File: config.mk
export PLATFORM = sky130hd
export DESIGN_NAME = stream_find_replace_core
export DESIGN_NICKNAME = d
export VERILOG_FILES = /design/src/sv/sfr_pkg.sv /design/src/sv/sfr_front.sv /design/src/sv/sfr_cmd_queue.sv /design/src/sv/sfr_back.sv /design/src/sv/stream_find_replace_core.sv
export SDC_FILE = /design/constraint.sdc
export NUM_CORES = 1
export LEC_CHECK = 0
export ABC_AREA = 1
export BUFFER_PORTS_ARGS = -buffer_cell sky130_fd_sc_hd__buf_2
export CAP_MARGIN = 25
export CORE_MARGIN = 2
export CORE_UTILIZATION = 50
export DETAILED_ROUTE_END_ITERATION = 6
export GPL_ROUTABILITY_DRIVEN = 0
export GPL_TIMING_DRIVEN = 0
export PLACE_DENSITY_LB_ADDON = 0.25
export SLEW_MARGIN = 25
export SYNTH_ARGS = -nofsm -noshare
export SYNTH_HDL_FRONTEND = slang
export SYNTH_SLANG_ARGS = --single-unit
File: constraint.sdc
create_clock -name clk -period 16.72 [get_ports clk]
set_input_delay 1.672 -clock clk [delete_from_list [all_inputs] [get_ports clk]]
set_output_delay 1.672 -clock clk [all_outputs]
set_load 0.02 [all_outputs]
File: src/sv/sfr_pkg.sv
`timescale 1ns / 1ps

package sfr_pkg;

    localparam int MAX_PATTERN     = 8;
    localparam int MAX_REPLACEMENT = 8;
    localparam int PAT_CAP         = (MAX_PATTERN < 8) ? MAX_PATTERN : 8;
    localparam int REP_CAP         = (MAX_REPLACEMENT < 8) ? MAX_REPLACEMENT : 8;
    localparam int MAX_RESULTS     = 8;

    localparam int FILL_W  = $clog2(PAT_CAP + 1);
    localparam int CNT_W   = $clog2(MAX_RESULTS + 1);
    localparam int BYTES_W = 8 * MAX_RESULTS;

    localparam int QUEUE_DEPTH = 4;
    localparam int QPTR_W      = $clog2(QUEUE_DEPTH);
    localparam int QCNT_W      = $clog2(QUEUE_DEPTH + 1);

    localparam int CFG_INDEX_W = 2;
    localparam int CFG_DATA_W  = 64;

    localparam logic [CFG_INDEX_W-1:0] REG_PATTERN_BYTES      = 2'd0;
    localparam logic [CFG_INDEX_W-1:0] REG_PATTERN_LENGTH     = 2'd1;
    localparam logic [CFG_INDEX_W-1:0] REG_REPLACEMENT_BYTES  = 2'd2;
    localparam logic [CFG_INDEX_W-1:0] REG_REPLACEMENT_LENGTH = 2'd3;

    typedef struct packed {
        logic [7:0] text_byte;
        logic       final_byte;
    } sfr_in_t;

    typedef struct packed {
        logic [7:0] out_byte;
        logic       byte_present;
        logic       end_of_text;
    } sfr_out_t;

    // one command: a run of result bytes, oldest in bits 7:0
    typedef struct packed {
        logic [BYTES_W-1:0] bytes;
        logic [CNT_W-1:0]   count;
        logic               present;
        logic               end_mark;
    } sfr_cmd_t;

    typedef struct packed {
        logic     push;
        logic     full;
        sfr_cmd_t cmd;
    } sfr_qin_t;

endpackage

File: src/sv/sfr_front.sv
`timescale 1ns / 1ps

module sfr_front
    import sfr_pkg::*;
(
    input  logic                   clk,
    input  logic                   rst_n,
    input  logic                   push,
    output logic                   full,
    input  sfr_in_t                source_item,
    input  logic                   wr_en,
    input  logic [CFG_INDEX_W-1:0] wr_index,
    input  logic [CFG_DATA_W-1:0]  wr_data,
    input  logic                   queue_full,
    output sfr_qin_t               qin
);

    logic [63:0]       pattern_bytes_reg, pattern_bytes_next;
    logic [3:0]        pattern_length_reg, pattern_length_next;
    logic [63:0]       replacement_bytes_reg, replacement_bytes_next;
    logic [3:0]        replacement_length_reg, replacement_length_next;
    logic [7:0]        win_reg  [PAT_CAP];
    logic [7:0]        win_next [PAT_CAP];
    logic [FILL_W-1:0] fill_reg, fill_next;

    logic [7:0]         win_cur   [PAT_CAP];
    logic [7:0]         win_shift [PAT_CAP];
    logic [BYTES_W-1:0] win_packed;
    logic [FILL_W-1:0]  plen;
    logic [CNT_W-1:0]   rlen;
    logic [FILL_W-1:0]  fill_eff;
    logic [FILL_W-1:0]  new_fill;
    logic               accept;
    logic               same;
    logic               window_full;
    sfr_cmd_t           cmd;
    logic               cmd_push;

    assign full   = queue_full;
    assign accept = push && !queue_full;

    always_comb
    begin
        if (pattern_length_reg == 4'd0)
        begin
            plen = FILL_W'(1);
        end
        else if (int'(pattern_length_reg) > PAT_CAP)
        begin
            plen = FILL_W'(PAT_CAP);
        end
        else
        begin
            plen = FILL_W'(pattern_length_reg);
        end
        if (int'(replacement_length_reg) > REP_CAP)
        begin
            rlen = CNT_W'(REP_CAP);
        end
        else
        begin
            rlen = CNT_W'(replacement_length_reg);
        end
    end

    always_comb
    begin
        fill_eff   = (fill_reg >= plen) ? '0 : fill_reg;
        new_fill   = fill_eff + FILL_W'(1);
        same       = 1'b1;
        win_packed = '0;
        for (int i = 0; i < PAT_CAP; i++)
        begin
            win_cur[i] = (FILL_W'(i) == fill_eff) ? source_item.text_byte : win_reg[i];
        end
        for (int i = 0; i < PAT_CAP; i++)
        begin
            if (FILL_W'(i) < plen && win_cur[i] != pattern_bytes_reg[8*i +: 8])
            begin
                same = 1'b0;
            end
            win_packed[8*i +: 8] = win_cur[i];
        end
        for (int i = 0; i < PAT_CAP - 1; i++)
        begin
            win_shift[i] = win_cur[i + 1];
        end
        win_shift[PAT_CAP-1] = 8'd0;
        window_full = (new_fill == plen);
    end

    // classify the byte into at most one command
    always_comb
    begin
        cmd.bytes    = win_packed;
        cmd.count    = CNT_W'(1);
        cmd.present  = 1'b1;
        cmd.end_mark = source_item.final_byte;
        cmd_push     = 1'b0;
        fill_next    = fill_reg;
        win_next     = win_reg;
        if (accept)
        begin
            priority if (window_full && same)
            begin
                fill_next = '0;
                if (rlen != '0)
                begin
                    cmd.bytes = BYTES_W'(replacement_bytes_reg);
                    cmd.count = rlen;
                    cmd_push  = 1'b1;
                end
                else if (source_item.final_byte)
                begin
                    cmd.bytes   = '0;
                    cmd.present = 1'b0;
                    cmd_push    = 1'b1;
                end
            end
            else if (source_item.final_byte)
            begin
                // flush the whole window
                cmd.count = CNT_W'(new_fill);
                cmd_push  = 1'b1;
                fill_next = '0;
            end
            else if (window_full)
            begin
                cmd_push  = 1'b1;
                win_next  = win_shift;
                fill_next = plen - FILL_W'(1);
            end
            else
            begin
                win_next  = win_cur;
                fill_next = new_fill;
            end
        end
    end

    always_comb
    begin
        pattern_bytes_next      = pattern_bytes_reg;
        pattern_length_next     = pattern_length_reg;
        replacement_bytes_next  = replacement_bytes_reg;
        replacement_length_next = replacement_length_reg;
        if (wr_en)
        begin
            unique case (wr_index)
                REG_PATTERN_BYTES:      pattern_bytes_next      = wr_data[63:0];
                REG_PATTERN_LENGTH:     pattern_length_next     = wr_data[3:0];
                REG_REPLACEMENT_BYTES:  replacement_bytes_next  = wr_data[63:0];
                REG_REPLACEMENT_LENGTH: replacement_length_next = wr_data[3:0];
                default:                pattern_bytes_next      = pattern_bytes_reg;
            endcase
        end
    end

    always_ff @(posedge clk or negedge rst_n)
    begin
        if (!rst_n)
        begin
            pattern_bytes_reg      <= '0;
            pattern_length_reg     <= 4'd1;
            replacement_bytes_reg  <= '0;
            replacement_length_reg <= '0;
            fill_reg               <= '0;
            for (int i = 0; i < PAT_CAP; i++)
            begin
                win_reg[i] <= 8'd0;
            end
        end
        else
        begin
            pattern_bytes_reg      <= pattern_bytes_next;
            pattern_length_reg     <= pattern_length_next;
            replacement_bytes_reg  <= replacement_bytes_next;
            replacement_length_reg <= replacement_length_next;
            win_reg                <= win_next;
            if (wr_en && wr_index == REG_PATTERN_LENGTH)
            begin
                fill_reg <= '0;
            end
            else
            begin
                fill_reg <= fill_next;
            end
        end
    end

    assign qin.push = cmd_push;
    assign qin.full = queue_full;
    assign qin.cmd  = cmd;

`ifndef SYNTH
    a_fill_below_pattern: assert property (@(posedge clk) disable iff (!rst_n)
        fill_reg < plen)
        else $error("window fill reached pattern length");

    a_push_has_room: assert property (@(posedge clk) disable iff (!rst_n)
        cmd_push |-> !queue_full)
        else $error("command pushed into full queue");
`endif

endmodule

File: src/sv/sfr_cmd_queue.sv
`timescale 1ns / 1ps

module sfr_cmd_queue
    import sfr_pkg::*;
(
    input  logic     clk,
    input  logic     rst_n,
    input  sfr_qin_t qin,
    output logic     queue_full,
    input  logic     take,
    output logic     queue_empty,
    output sfr_cmd_t head
);

    sfr_cmd_t          slot_reg [QUEUE_DEPTH];
    logic [QPTR_W-1:0] wr_ptr_reg, wr_ptr_next;
    logic [QPTR_W-1:0] rd_ptr_reg, rd_ptr_next;
    logic [QCNT_W-1:0] count_reg, count_next;
    logic              do_push;
    logic              do_pop;

    assign queue_full  = (count_reg == QCNT_W'(QUEUE_DEPTH));
    assign queue_empty = (count_reg == '0);
    assign head        = slot_reg[rd_ptr_reg];
    assign do_push     = qin.push && !queue_full;
    assign do_pop      = take && !queue_empty;

    always_comb
    begin
        wr_ptr_next = do_push ? wr_ptr_reg + QPTR_W'(1) : wr_ptr_reg;
        rd_ptr_next = do_pop ? rd_ptr_reg + QPTR_W'(1) : rd_ptr_reg;
        count_next  = count_reg + QCNT_W'(do_push) - QCNT_W'(do_pop);
    end

    always_ff @(posedge clk or negedge rst_n)
    begin
        if (!rst_n)
        begin
            wr_ptr_reg <= '0;
            rd_ptr_reg <= '0;
            count_reg  <= '0;
        end
        else
        begin
            wr_ptr_reg <= wr_ptr_next;
            rd_ptr_reg <= rd_ptr_next;
            count_reg  <= count_next;
        end
    end

    always_ff @(posedge clk)
    begin
        if (do_push)
        begin
            slot_reg[wr_ptr_reg] <= qin.cmd;
        end
    end

`ifndef SYNTH
    a_count_bounded: assert property (@(posedge clk) disable iff (!rst_n)
        count_reg <= QCNT_W'(QUEUE_DEPTH))
        else $error("queue count out of range");

    a_pointers_track: assert property (@(posedge clk) disable iff (!rst_n)
        (wr_ptr_reg - rd_ptr_reg) == QPTR_W'(count_reg))
        else $error("queue pointers disagree with count");
`endif

endmodule

File: src/sv/sfr_back.sv
`timescale 1ns / 1ps

module sfr_back
    import sfr_pkg::*;
(
    input  logic     clk,
    input  logic     rst_n,
    input  logic     queue_empty,
    input  sfr_cmd_t head,
    output logic     take,
    output logic     empty,
    input  logic     pop,
    output sfr_out_t result_item
);

    logic               cur_valid_reg, cur_valid_next;
    logic [BYTES_W-1:0] cur_bytes_reg, cur_bytes_next;
    logic [CNT_W-1:0]   cur_rem_reg, cur_rem_next;
    logic               cur_present_reg, cur_present_next;
    logic               cur_end_reg, cur_end_next;
    logic               last_of_cmd;
    logic               finishing;

    assign last_of_cmd = (cur_rem_reg == CNT_W'(1));
    assign finishing   = cur_valid_reg && pop && last_of_cmd;
    assign take        = (!cur_valid_reg || finishing) && !queue_empty;

    always_comb
    begin
        cur_valid_next   = cur_valid_reg;
        cur_bytes_next   = cur_bytes_reg;
        cur_rem_next     = cur_rem_reg;
        cur_present_next = cur_present_reg;
        cur_end_next     = cur_end_reg;
        priority if (take)
        begin
            cur_valid_next   = 1'b1;
            cur_bytes_next   = head.bytes;
            cur_rem_next     = head.count;
            cur_present_next = head.present;
            cur_end_next     = head.end_mark;
        end
        else if (finishing)
        begin
            cur_valid_next = 1'b0;
        end
        else if (cur_valid_reg && pop)
        begin
            cur_bytes_next = cur_bytes_reg >> 8;
            cur_rem_next   = cur_rem_reg - CNT_W'(1);
        end
    end

    always_ff @(posedge clk or negedge rst_n)
    begin
        if (!rst_n)
        begin
            cur_valid_reg <= 1'b0;
            cur_rem_reg   <= '0;
        end
        else
        begin
            cur_valid_reg <= cur_valid_next;
            cur_rem_reg   <= cur_rem_next;
        end
    end

    always_ff @(posedge clk)
    begin
        cur_bytes_reg   <= cur_bytes_next;
        cur_present_reg <= cur_present_next;
        cur_end_reg     <= cur_end_next;
    end

    assign empty                    = !cur_valid_reg;
    assign result_item.out_byte     = cur_bytes_reg[7:0];
    assign result_item.byte_present = cur_present_reg;
    assign result_item.end_of_text  = cur_end_reg && last_of_cmd;

`ifndef SYNTH
    a_rem_nonzero: assert property (@(posedge clk) disable iff (!rst_n)
        cur_valid_reg |-> cur_rem_reg != '0)
        else $error("active command with no bytes left");

    a_partial_holds: assert property (@(posedge clk) disable iff (!rst_n)
        (cur_valid_reg && pop && !last_of_cmd) |=> cur_valid_reg)
        else $error("command dropped before its last byte");
`endif

endmodule

File: src/sv/stream_find_replace_core.sv
`timescale 1ns / 1ps

// Byte-stream find and replace. Every leftmost, non-overlapping occurrence of
// the pattern (1 to 8 bytes) is rewritten as the replacement (0 to 8 bytes);
// the byte flagged final flushes the window and the last result of the text
// carries end_of_text (a bare end mark with byte_present low when nothing is
// left to send). Input takes one byte per cycle while the four-entry command
// queue between the classifier and the output serializer has room. Output
// gives one result per cycle while pop is high and results wait; a byte that
// completes a match or ends the text releases up to 8 results, so sustained
// input rate is set by the serializer when replacements expand the text. The
// user must write configuration only while the block is idle, which the block
// does not enforce; writing the pattern length discards bytes in the window.

module stream_find_replace_core
    import sfr_pkg::*;
(
    input  logic                   clk,
    input  logic                   rst_n,
    input  logic                   push,
    output logic                   full,
    input  sfr_in_t                source_item,
    output logic                   empty,
    input  logic                   pop,
    output sfr_out_t               result_item,
    input  logic                   wr_en,
    input  logic [CFG_INDEX_W-1:0] wr_index,
    input  logic [CFG_DATA_W-1:0]  wr_data
);

    sfr_qin_t qin;
    sfr_cmd_t head;
    logic     queue_full;
    logic     queue_empty;
    logic     take;

    sfr_front u_front (
        .clk         (clk),
        .rst_n       (rst_n),
        .push        (push),
        .full        (full),
        .source_item (source_item),
        .wr_en       (wr_en),
        .wr_index    (wr_index),
        .wr_data     (wr_data),
        .queue_full  (queue_full),
        .qin         (qin)
    );

    sfr_cmd_queue u_queue (
        .clk         (clk),
        .rst_n       (rst_n),
        .qin         (qin),
        .queue_full  (queue_full),
        .take        (take),
        .queue_empty (queue_empty),
        .head        (head)
    );

    sfr_back u_back (
        .clk         (clk),
        .rst_n       (rst_n),
        .queue_empty (queue_empty),
        .head        (head),
        .take        (take),
        .empty       (empty),
        .pop         (pop),
        .result_item (result_item)
    );

endmodule

==> run metrics, run 1 <==
vias 24.0k; unrepaired setup endpoints after global routing false; Rel. slew slack 29.2%; post-detail-place hpwl 63.9 mm; overall overflow remaining after global route 0; overall routing resource usage 30.7%; count of antenna diodes in the layout 0; maximum number of pins on one net before global-route repair 68; buffers inserted during post-CTS setup optimization 0; Worst Path Arrival 6.80 ns; cell mode on critical path sky130_fd_sc_hd__nand2_1; area of the die 0.0575 mm2; DIE WIDTH 240 um; count of antenna-violating nets left after detailed routing 0; peak per-stage delay on the critical path 0.57 ns; number of resized instances in the post-cts repair step 0; starting density of the core 50.6%; number of setup violations in the final report 0; y dimension of the die 240 um; count of mapped cells out of synthesis 3287; Post-DP Area 0.0297 mm2; crit path capture type register; Core Area 0.0550 mm2; ratio of cells with drive above 1 in the final layout 7.88%; worst clock skew 0.0160 ns; Cell Area, Synth 0.0278 mm2; post-DR wirelength/cell 20.7 um; boundary pin count 92; CTS sink cnt 562; number of flip-flops in the largest register 280; Setup WS pre-CTS 10.47 ns; dominant register cell in the synthesized netlist sky130_fd_sc_hd__edfxtp_1; area fraction of the dominant cell type after synthesis 37.4%; global-route wire length before repair 132 mm; buffer cell driving the clock tree root sky130_fd_sc_hd__clkbuf_16; critical path buffer and inverter count 9; post-placement cell count 4144; top achievable clock speed 155 MHz; count of cell types in the netlist 43; area occupied by multi-input gates 0.0101 mm2; # fillers 4867; Post-Layout Inst Area 0.0318 mm2; number of synthesis warnings 0; Static Leak 14.2 nW; CTS buffer count 57; fraction of the yosys area taken by sequential cells 56.8%; Clk pin slew, worst setup/hold paths 0.06 ns; worst min-delay path class register to register; top-count cell post-synth sky130_fd_sc_hd__nand2_1; length of the first detailed-routing pass in iterations 7; Overall Power 5.70 mW; number of DRC markers after the initial detailed-route iteration 3087; final wirelength 88.0 mm; synthesized area per cell 8.46 um2; most numerous cell types in the synthesized netlist sky130_fd_sc_hd__nand2_1 (1223), sky130_fd_sc_hd__o21ai_0 (367), sky130_fd_sc_hd__edfxtp_1 (346), sky130_fd_sc_hd__inv_1 (253), sky130_fd_sc_hd__dfrtp_1 (215); maximum vdd ir drop 0.000115 V; number of standard-cell rows in the floorplan 86; post-synthesis to final-layout area growth 14.4%; setup TNS after final layout 0 ns; TritonCTS clock tree done; number of buffers on the longest clock path 3; slack of the critical path 10.26 ns; clock period minus final worst setup slack 6.46 ns; htree depth 2; Worst Path Class, Setup register to register; path depth of the worst reg2reg path 31; port buffer count 88; via count normalized by instance count 5.64; ys async rst share 38.4%; Worst Tran Pin Value 1.06 ns; Final #Nets 3554; max-capacitance violation count 0; hold bufs inserted after CTS 0; status complete, no violations; dominant delay contributor by cell family on the critical path simple AND/OR/NAND/NOR gates; syn nets 3386; number of synthesized flops with an enable pin 346; largest area contributor in the synthesized netlist sky130_fd_sc_hd__edfxtp_1; FF/Latch Area 0.0158 mm2; Critical Path Source Type register; ranking of synthesized cells by area sky130_fd_sc_hd__edfxtp_1 (37%), sky130_fd_sc_hd__dfrtp_1 (19%), sky130_fd_sc_hd__nand2_1 (17%); Power Density 179 mW/mm2; number of register bits inferred by synthesis 562; WP depth 31; number of pins exceeding their max-slew limit in the final report 0; final standard cell count with taps included and fillers excluded 4251; Hold Violations, Final 0; CP max stage cell sky130_fd_sc_hd__nor2_4; Crit Path Max Fanout 18; clock insertion delay at the later pin of the skew report 0.64 ns; antenna violations before repair 3; cell depth of the worst hold path 2; Critical Path RT 17.06 ns; residual DRC count 0; via count of the first global-routing pass 22.0k; ratio of final minimum period to clock period 38.6%
worst min-delay path, cell delays in order (launching register included):
cell	delay, ns
sky130_fd_sc_hd__dfrtp_1	0.34
sky130_fd_sc_hd__nand2_1	0.05
sky130_fd_sc_hd__nand2_1	0.05
layout by cell type (no fill, tap or decap), types with 6 or more instances in the layout:
cell / count
sky130_fd_sc_hd__clkinv_2: 7
sky130_fd_sc_hd__a21oi_1: 13
sky130_fd_sc_hd__buf_4: 13
sky130_fd_sc_hd__buf_2: 122
sky130_fd_sc_hd__nand2_1: 1222
sky130_fd_sc_hd__nand3_1: 168
sky130_fd_sc_hd__inv_1: 253
sky130_fd_sc_hd__o31ai_1: 54
sky130_fd_sc_hd__clkbuf_1: 162
sky130_fd_sc_hd__nand3b_1: 19
sky130_fd_sc_hd__clkbuf_16: 58
sky130_fd_sc_hd__nor2_1: 202
sky130_fd_sc_hd__nor2_4: 6
sky130_fd_sc_hd__ha_1: 18
sky130_fd_sc_hd__clkbuf_8: 9
sky130_fd_sc_hd__dfrtp_1: 215
sky130_fd_sc_hd__bufinv_16: 9
sky130_fd_sc_hd__buf_16: 16
sky130_fd_sc_hd__nand4_1: 67
sky130_fd_sc_hd__o21ai_0: 367
sky130_fd_sc_hd__o21ai_1: 21
sky130_fd_sc_hd__o22ai_1: 62
sky130_fd_sc_hd__buf_1: 16
sky130_fd_sc_hd__edfxtp_1: 346
power by group:
group | total (mW) | leakage (nW) | internal [mW] | switching (mW)
sequential | 2.10 | 6.00 | 1.94 | 0.153
clock | 1.38 | 0.994 | 0.823 | 0.561
combinational | 2.22 | 7.20 | 0.608 | 1.61
total | 5.70 | 14.2 | 3.38 | 2.32
area by class of cell:
| cell class | count | area share, % |
|---|---|---|
| Clock inverter | 23 | 1.28 |
| Multi-Input combinational cell | 2253 | 31.9 |
| Buffer | 212 | 2.90 |
| Inverter | 260 | 3.07 |
| Tap cell | 748 | 2.94 |
| Sequential cell | 562 | 49.7 |
| Timing Repair Buffer | 109 | 3.03 |
| Clock buffer | 84 | 5.16 |
logic make-up after synthesis:
| family | synth area share (%) |
|---|---|
| and+or+nand+nor | 24.7 |
| AOI/OAI and AO/OA | 10.5 |
| xor gates and xnor gates | 0.221 |
| buffers and inverters | 6.82 |
| adders and majority gates | 0.882 |
| DFF | 56.8 |
per-stage QoR:
step,hold WS (ns),utilization [%]
finish,0.472,57.8
floorplan,0.442,-
global placement,0.453,53.1
global route,0.482,57.8
detailed placement,0.459,54.1
CTS,0.474,57.8
worst paths after layout:
check	end	startpoint	slack, ns
min in group asynchronous	u_front.replacement_bytes_reg[61]	rst_n	0.92
worst max register to register	u_queue.slot_reg[3][33]	u_front.pattern_length_reg[2]	10.26
max in group asynchronous	u_front.replacement_bytes_reg[34]	rst_n	14.47
worst max-delay path	u_queue.slot_reg[3][33]	u_front.pattern_length_reg[2]	10.26
worst min register to register	u_front.win_reg[54]	u_front.win_reg[54]	0.47
worst min-delay path	u_front.win_reg[54]	u_front.win_reg[54]	0.47
metal layers:
| metal | vias to the layer above | track usage [%] | routed length (um) | share of wire, % |
|---|---|---|---|---|
| met3 | 290 | 5.17 | 8130 | 9.2 |
| met4 | 0 | 15.9 | 4950 | 5.6 |
| li1 | 11200 | - | - | - |
| met2 | 1212 | 48.7 | 40000 | 45 |
| met1 | 11200 | 40.7 | 35000 | 40 |
| met5 | - | 0 | 0 | 0 |
Note: power is estimated with default switching activity, not from simulation.
==> inputs of run 2 (changes only) <==
--- a/config.mk
+++ b/config.mk
@@ -5,7 +5,7 @@
 export SDC_FILE = /design/constraint.sdc
 export NUM_CORES = 1
 export LEC_CHECK = 0
-export ABC_AREA = 1
+export ABC_AREA = 0
 export BUFFER_PORTS_ARGS = -buffer_cell sky130_fd_sc_hd__buf_2
 export CAP_MARGIN = 25
 export CORE_MARGIN = 2
==> constraint.sdc (replaced) <==
create_clock -name clk -period 5.7 [get_ports clk]
set_input_delay 0.57 -clock clk [delete_from_list [all_inputs] [get_ports clk]]
set_output_delay 0.57 -clock clk [all_outputs]
set_load 0.02 [all_outputs]
==> run 2 against run 1 <==
Effect of this change:
- clock power grew to 2.8 times the previous value
- count of clock-buffer cells in the layout shrank 14
- global-route usage shrank 5.1 points
- power grew 140%
- die area shrank 9.0%
- final cell count shrank 39%
- wire length shrank 25%
- critical endpoint is now u_queue.slot_reg[0][8]
- largest cell class unchanged
- largest power group is now sequential cells
==> run metrics, run 2 <==
status complete, no violations; Worst Path Arrival 5.87 ns; length of the first detailed-routing pass in iterations 5; FF-to-FF setup slack 0.16 ns; Hold Violations, Final 0; global-route wire length before repair 99.7 mm; unrepaired setup endpoints after global routing false; area fraction of the dominant cell type after synthesis 41.2%; final wirelength 66.3 mm; ratio of final minimum period to clock period 97.3%; # fillers 3807; crit path capture type register; DIE WIDTH 229 um; number of setup violations in the final report 0; count of mapped cells out of synthesis 1675; switching share of power 32.3%; Worst Hold Launch wr_data[33]; maximum vdd ir drop 0.000253 V; Internal Pwr Total 9.40 mW; antenna violations before repair 4; count of cell types in the netlist 66; largest area contributor in the synthesized netlist sky130_fd_sc_hd__edfxtp_1; maximum number of pins on one net before global-route repair 82; number of synthesized flops with an enable pin 346; via count normalized by instance count 5.96; fraction of the yosys area taken by sequential cells 62.6%; number of flip-flops in the largest register 280; y dimension of the die 229 um; Worst Path Class, Setup register to register; clock period minus final worst setup slack 5.54 ns; post-detail-place hpwl 47.0 mm; share of total power in the clock network 28.0%; max-capacitance violation count 0; Static Leak 10.6 nW; Cell Area, Synth 0.0252 mm2; TritonCTS clock tree done; worst min-delay path class input port to register; most numerous cell types in the synthesized netlist sky130_fd_sc_hd__edfxtp_1 (346), sky130_fd_sc_hd__mux2_2 (226), sky130_fd_sc_hd__dfrtp_1 (215), sky130_fd_sc_hd__nand2_1 (113), sky130_fd_sc_hd__xnor2_1 (80); area of the die 0.0523 mm2; Power Density 474 mW/mm2; Post-Layout Inst Area 0.0293 mm2; most used cells in the layout excluding fill and tap cells sky130_fd_sc_hd__edfxtp_1 (346), sky130_fd_sc_hd__mux2_2 (226), sky130_fd_sc_hd__dfrtp_1 (214); sequential share of power 42.0%; Crit Path Max Fanout 19; worst reg2reg path startpoint u_front.pattern_length_reg[2]; Critical Path RT 6.02 ns; count of antenna-violating nets left after detailed routing 0; number of register bits inferred by synthesis 562; buffer cell driving the clock tree root sky130_fd_sc_hd__clkbuf_16; Clk pin slew, worst setup/hold paths 0.06 ns; boundary pin count 92; path depth of the worst reg2reg path 23; number of standard-cell rows in the floorplan 82; number of pins exceeding their max-slew limit in the final report 0; number of synthesis warnings 0; Post-DP Area 0.0271 mm2; ys async rst share 38.4%; synthesized area per cell 15.1 um2; overall overflow remaining after global route 0; CTS sink cnt 562; Worst Hold Slack 0.188 ns; post-layout utilization of the core 58.6%; most common cell after layout, fill and taps aside sky130_fd_sc_hd__edfxtp_1; syn nets 1774; clock insertion delay at the later pin of the skew report 0.62 ns; CTS buffer count 56; part of the power in combinational logic 30.0%; htree depth 2; post-synthesis to final-layout area growth 16.1%; r2r endpoint u_queue.slot_reg[0][8]; Worst Hold End u_front.pattern_bytes_reg[33]; ranking of synthesized cells by area sky130_fd_sc_hd__edfxtp_1 (41%), sky130_fd_sc_hd__dfrtp_1 (21%), sky130_fd_sc_hd__mux2_2 (10%); number of buffers on the longest clock path 3; cell depth of the worst hold path 2; port buffer count 86; Worst Tran Pin Value 1.13 ns; ratio of cells with drive above 1 in the final layout 30.6%; overall routing resource usage 25.6%; via count of the first global-routing pass 15.8k; post-DR wirelength/cell 25.7 um; top-count cell post-synth sky130_fd_sc_hd__edfxtp_1; residual DRC count 0; dominant register cell in the synthesized netlist sky130_fd_sc_hd__edfxtp_1; Critical Path Source Type register; vias 15.4k; Rel. slew slack 24.7%; starting density of the core 50.5%; Final #Nets 1957; top achievable clock speed 180 MHz; Core Area 0.0500 mm2; worst clock skew 0.0164 ns; NetSw 4.49 mW; number of DRC markers after the initial detailed-route iteration 1568
## run 2: power groups by stage
stage	registers, mW	clock network [mW]	logic, mW
2_1_floorplan	5.76	0	2.67
3_5_place_dp	5.90	0	4.00
3_3_place_gp	5.91	0	3.73
6_report	5.84	3.89	4.16
4_1_cts	5.83	3.94	4.11
5_1_grt	5.91	4.10	4.44
## run 2: final cells by class
type | count | area, um2 | share of cell area (%)
Sequential cell | 562 | 15800 | 53.9
Multi-Input combinational cell | 967 | 8850 | 30.2
Clock buffer | 70 | 1530 | 5.21
Timing Repair Buffer | 126 | 1150 | 3.91
Tap cell | 672 | 841 | 2.87
Buffer | 109 | 568 | 1.94
Clock inverter | 36 | 427 | 1.46
Inverter | 36 | 138 | 0.470
Antenna cell | 3 | 7.51 | 0.0256
## run 2: critical path, cell delays in order (launching register included)
cell,delay [ns]
sky130_fd_sc_hd__dfrtp_1,0.47
sky130_fd_sc_hd__nor2_1,0.13
sky130_fd_sc_hd__nor2_1,0.06
sky130_fd_sc_hd__nor2_2,0.26
sky130_fd_sc_hd__ha_1,0.32
sky130_fd_sc_hd__nor3b_4,0.21
sky130_fd_sc_hd__o21a_1,0.25
sky130_fd_sc_hd__nand2_1,0.15
sky130_fd_sc_hd__inv_1,0.13
sky130_fd_sc_hd__ha_2,0.27
sky130_fd_sc_hd__clkbuf_2,0.24
sky130_fd_sc_hd__nand2_1,0.08
sky130_fd_sc_hd__o211ai_1,0.38
sky130_fd_sc_hd__xnor2_1,0.12
sky130_fd_sc_hd__and4_1,0.22
sky130_fd_sc_hd__a41oi_2,0.37
sky130_fd_sc_hd__a211oi_4,0.09
sky130_fd_sc_hd__a41oi_1,0.39
sky130_fd_sc_hd__o21bai_4,0.12
sky130_fd_sc_hd__buf_12,0.15
sky130_fd_sc_hd__buf_12,0.13
sky130_fd_sc_hd__nor2_4,0.24
sky130_fd_sc_hd__buf_12,0.22
sky130_fd_sc_hd__buf_16,0.18
## run 2: cell families after synthesis
group | synth area share [%]
AO/OA/AOI/OAI | 6.52
XOR/XNOR | 3.92
adder cells (fa/ha/maj) | 0.972
buffers and inverters | 2.75
flip-flops | 62.6
multiplexers | 18.5
AND/OR/NAND/NOR | 4.76
## run 2: worst max-delay path by stage
| stage | from | end | slack, ns |
|---|---|---|---|
| 2_1_floorplan | u_front.pattern_length_reg[2] | u_queue.slot_reg[0][0] | -0.23 |
| 3_3_place_gp | u_front.pattern_length_reg[2] | u_queue.slot_reg[1][8] | -3.29 |
| 3_5_place_dp | u_front.pattern_length_reg[2] | u_queue.slot_reg[1][12] | -1.18 |
| 4_1_cts | u_front.pattern_length_reg[3] | u_queue.slot_reg[0][8] | 0.16 |
| 5_1_grt | u_front.pattern_length_reg[2] | u_queue.slot_reg[0][8] | 0.03 |
| 6_report | u_front.pattern_length_reg[2] | u_queue.slot_reg[0][8] | 0.16 |
## run 2: per-stage QoR
step / setup TNS [ns] / power, mW / worst slack (ns) / instances
2_1_floorplan: -65.25 / 8.43 / -0.233 / 1675
3_3_place_gp: -1193.74 / 9.64 / -3.29 / 2433
3_5_place_dp: -550.48 / 9.91 / -1.18 / 2452
4_1_cts: 0 / 13.9 / 0.161 / 2578
5_1_grt: 0 / 14.5 / 0.0321 / 2578
6_report: 0 / 13.9 / 0.155 / 2581
## run 2: what timing repair did
item	4_1_cts	5_1_grt
hold buffers	1	0
setup buffers	20	0
gates resized for setup	7	11
cloned	0	0
endpoints found under the setup margin	628	289
endpoints found under the hold margin	60	0
pin swaps	10	0
## run 2: metal layers
| layer | track usage, % | up-vias | share of wire, % |
|---|---|---|---|
| met2 | 43.4 | 624 | 50 |
| met4 | 8.76 | 0 | 3.6 |
| met5 | 0 | - | 0 |
| met1 | 33.6 | 7940 | 39 |
| met3 | 4.24 | 145 | 7.9 |
| li1 | - | 6679 | - |
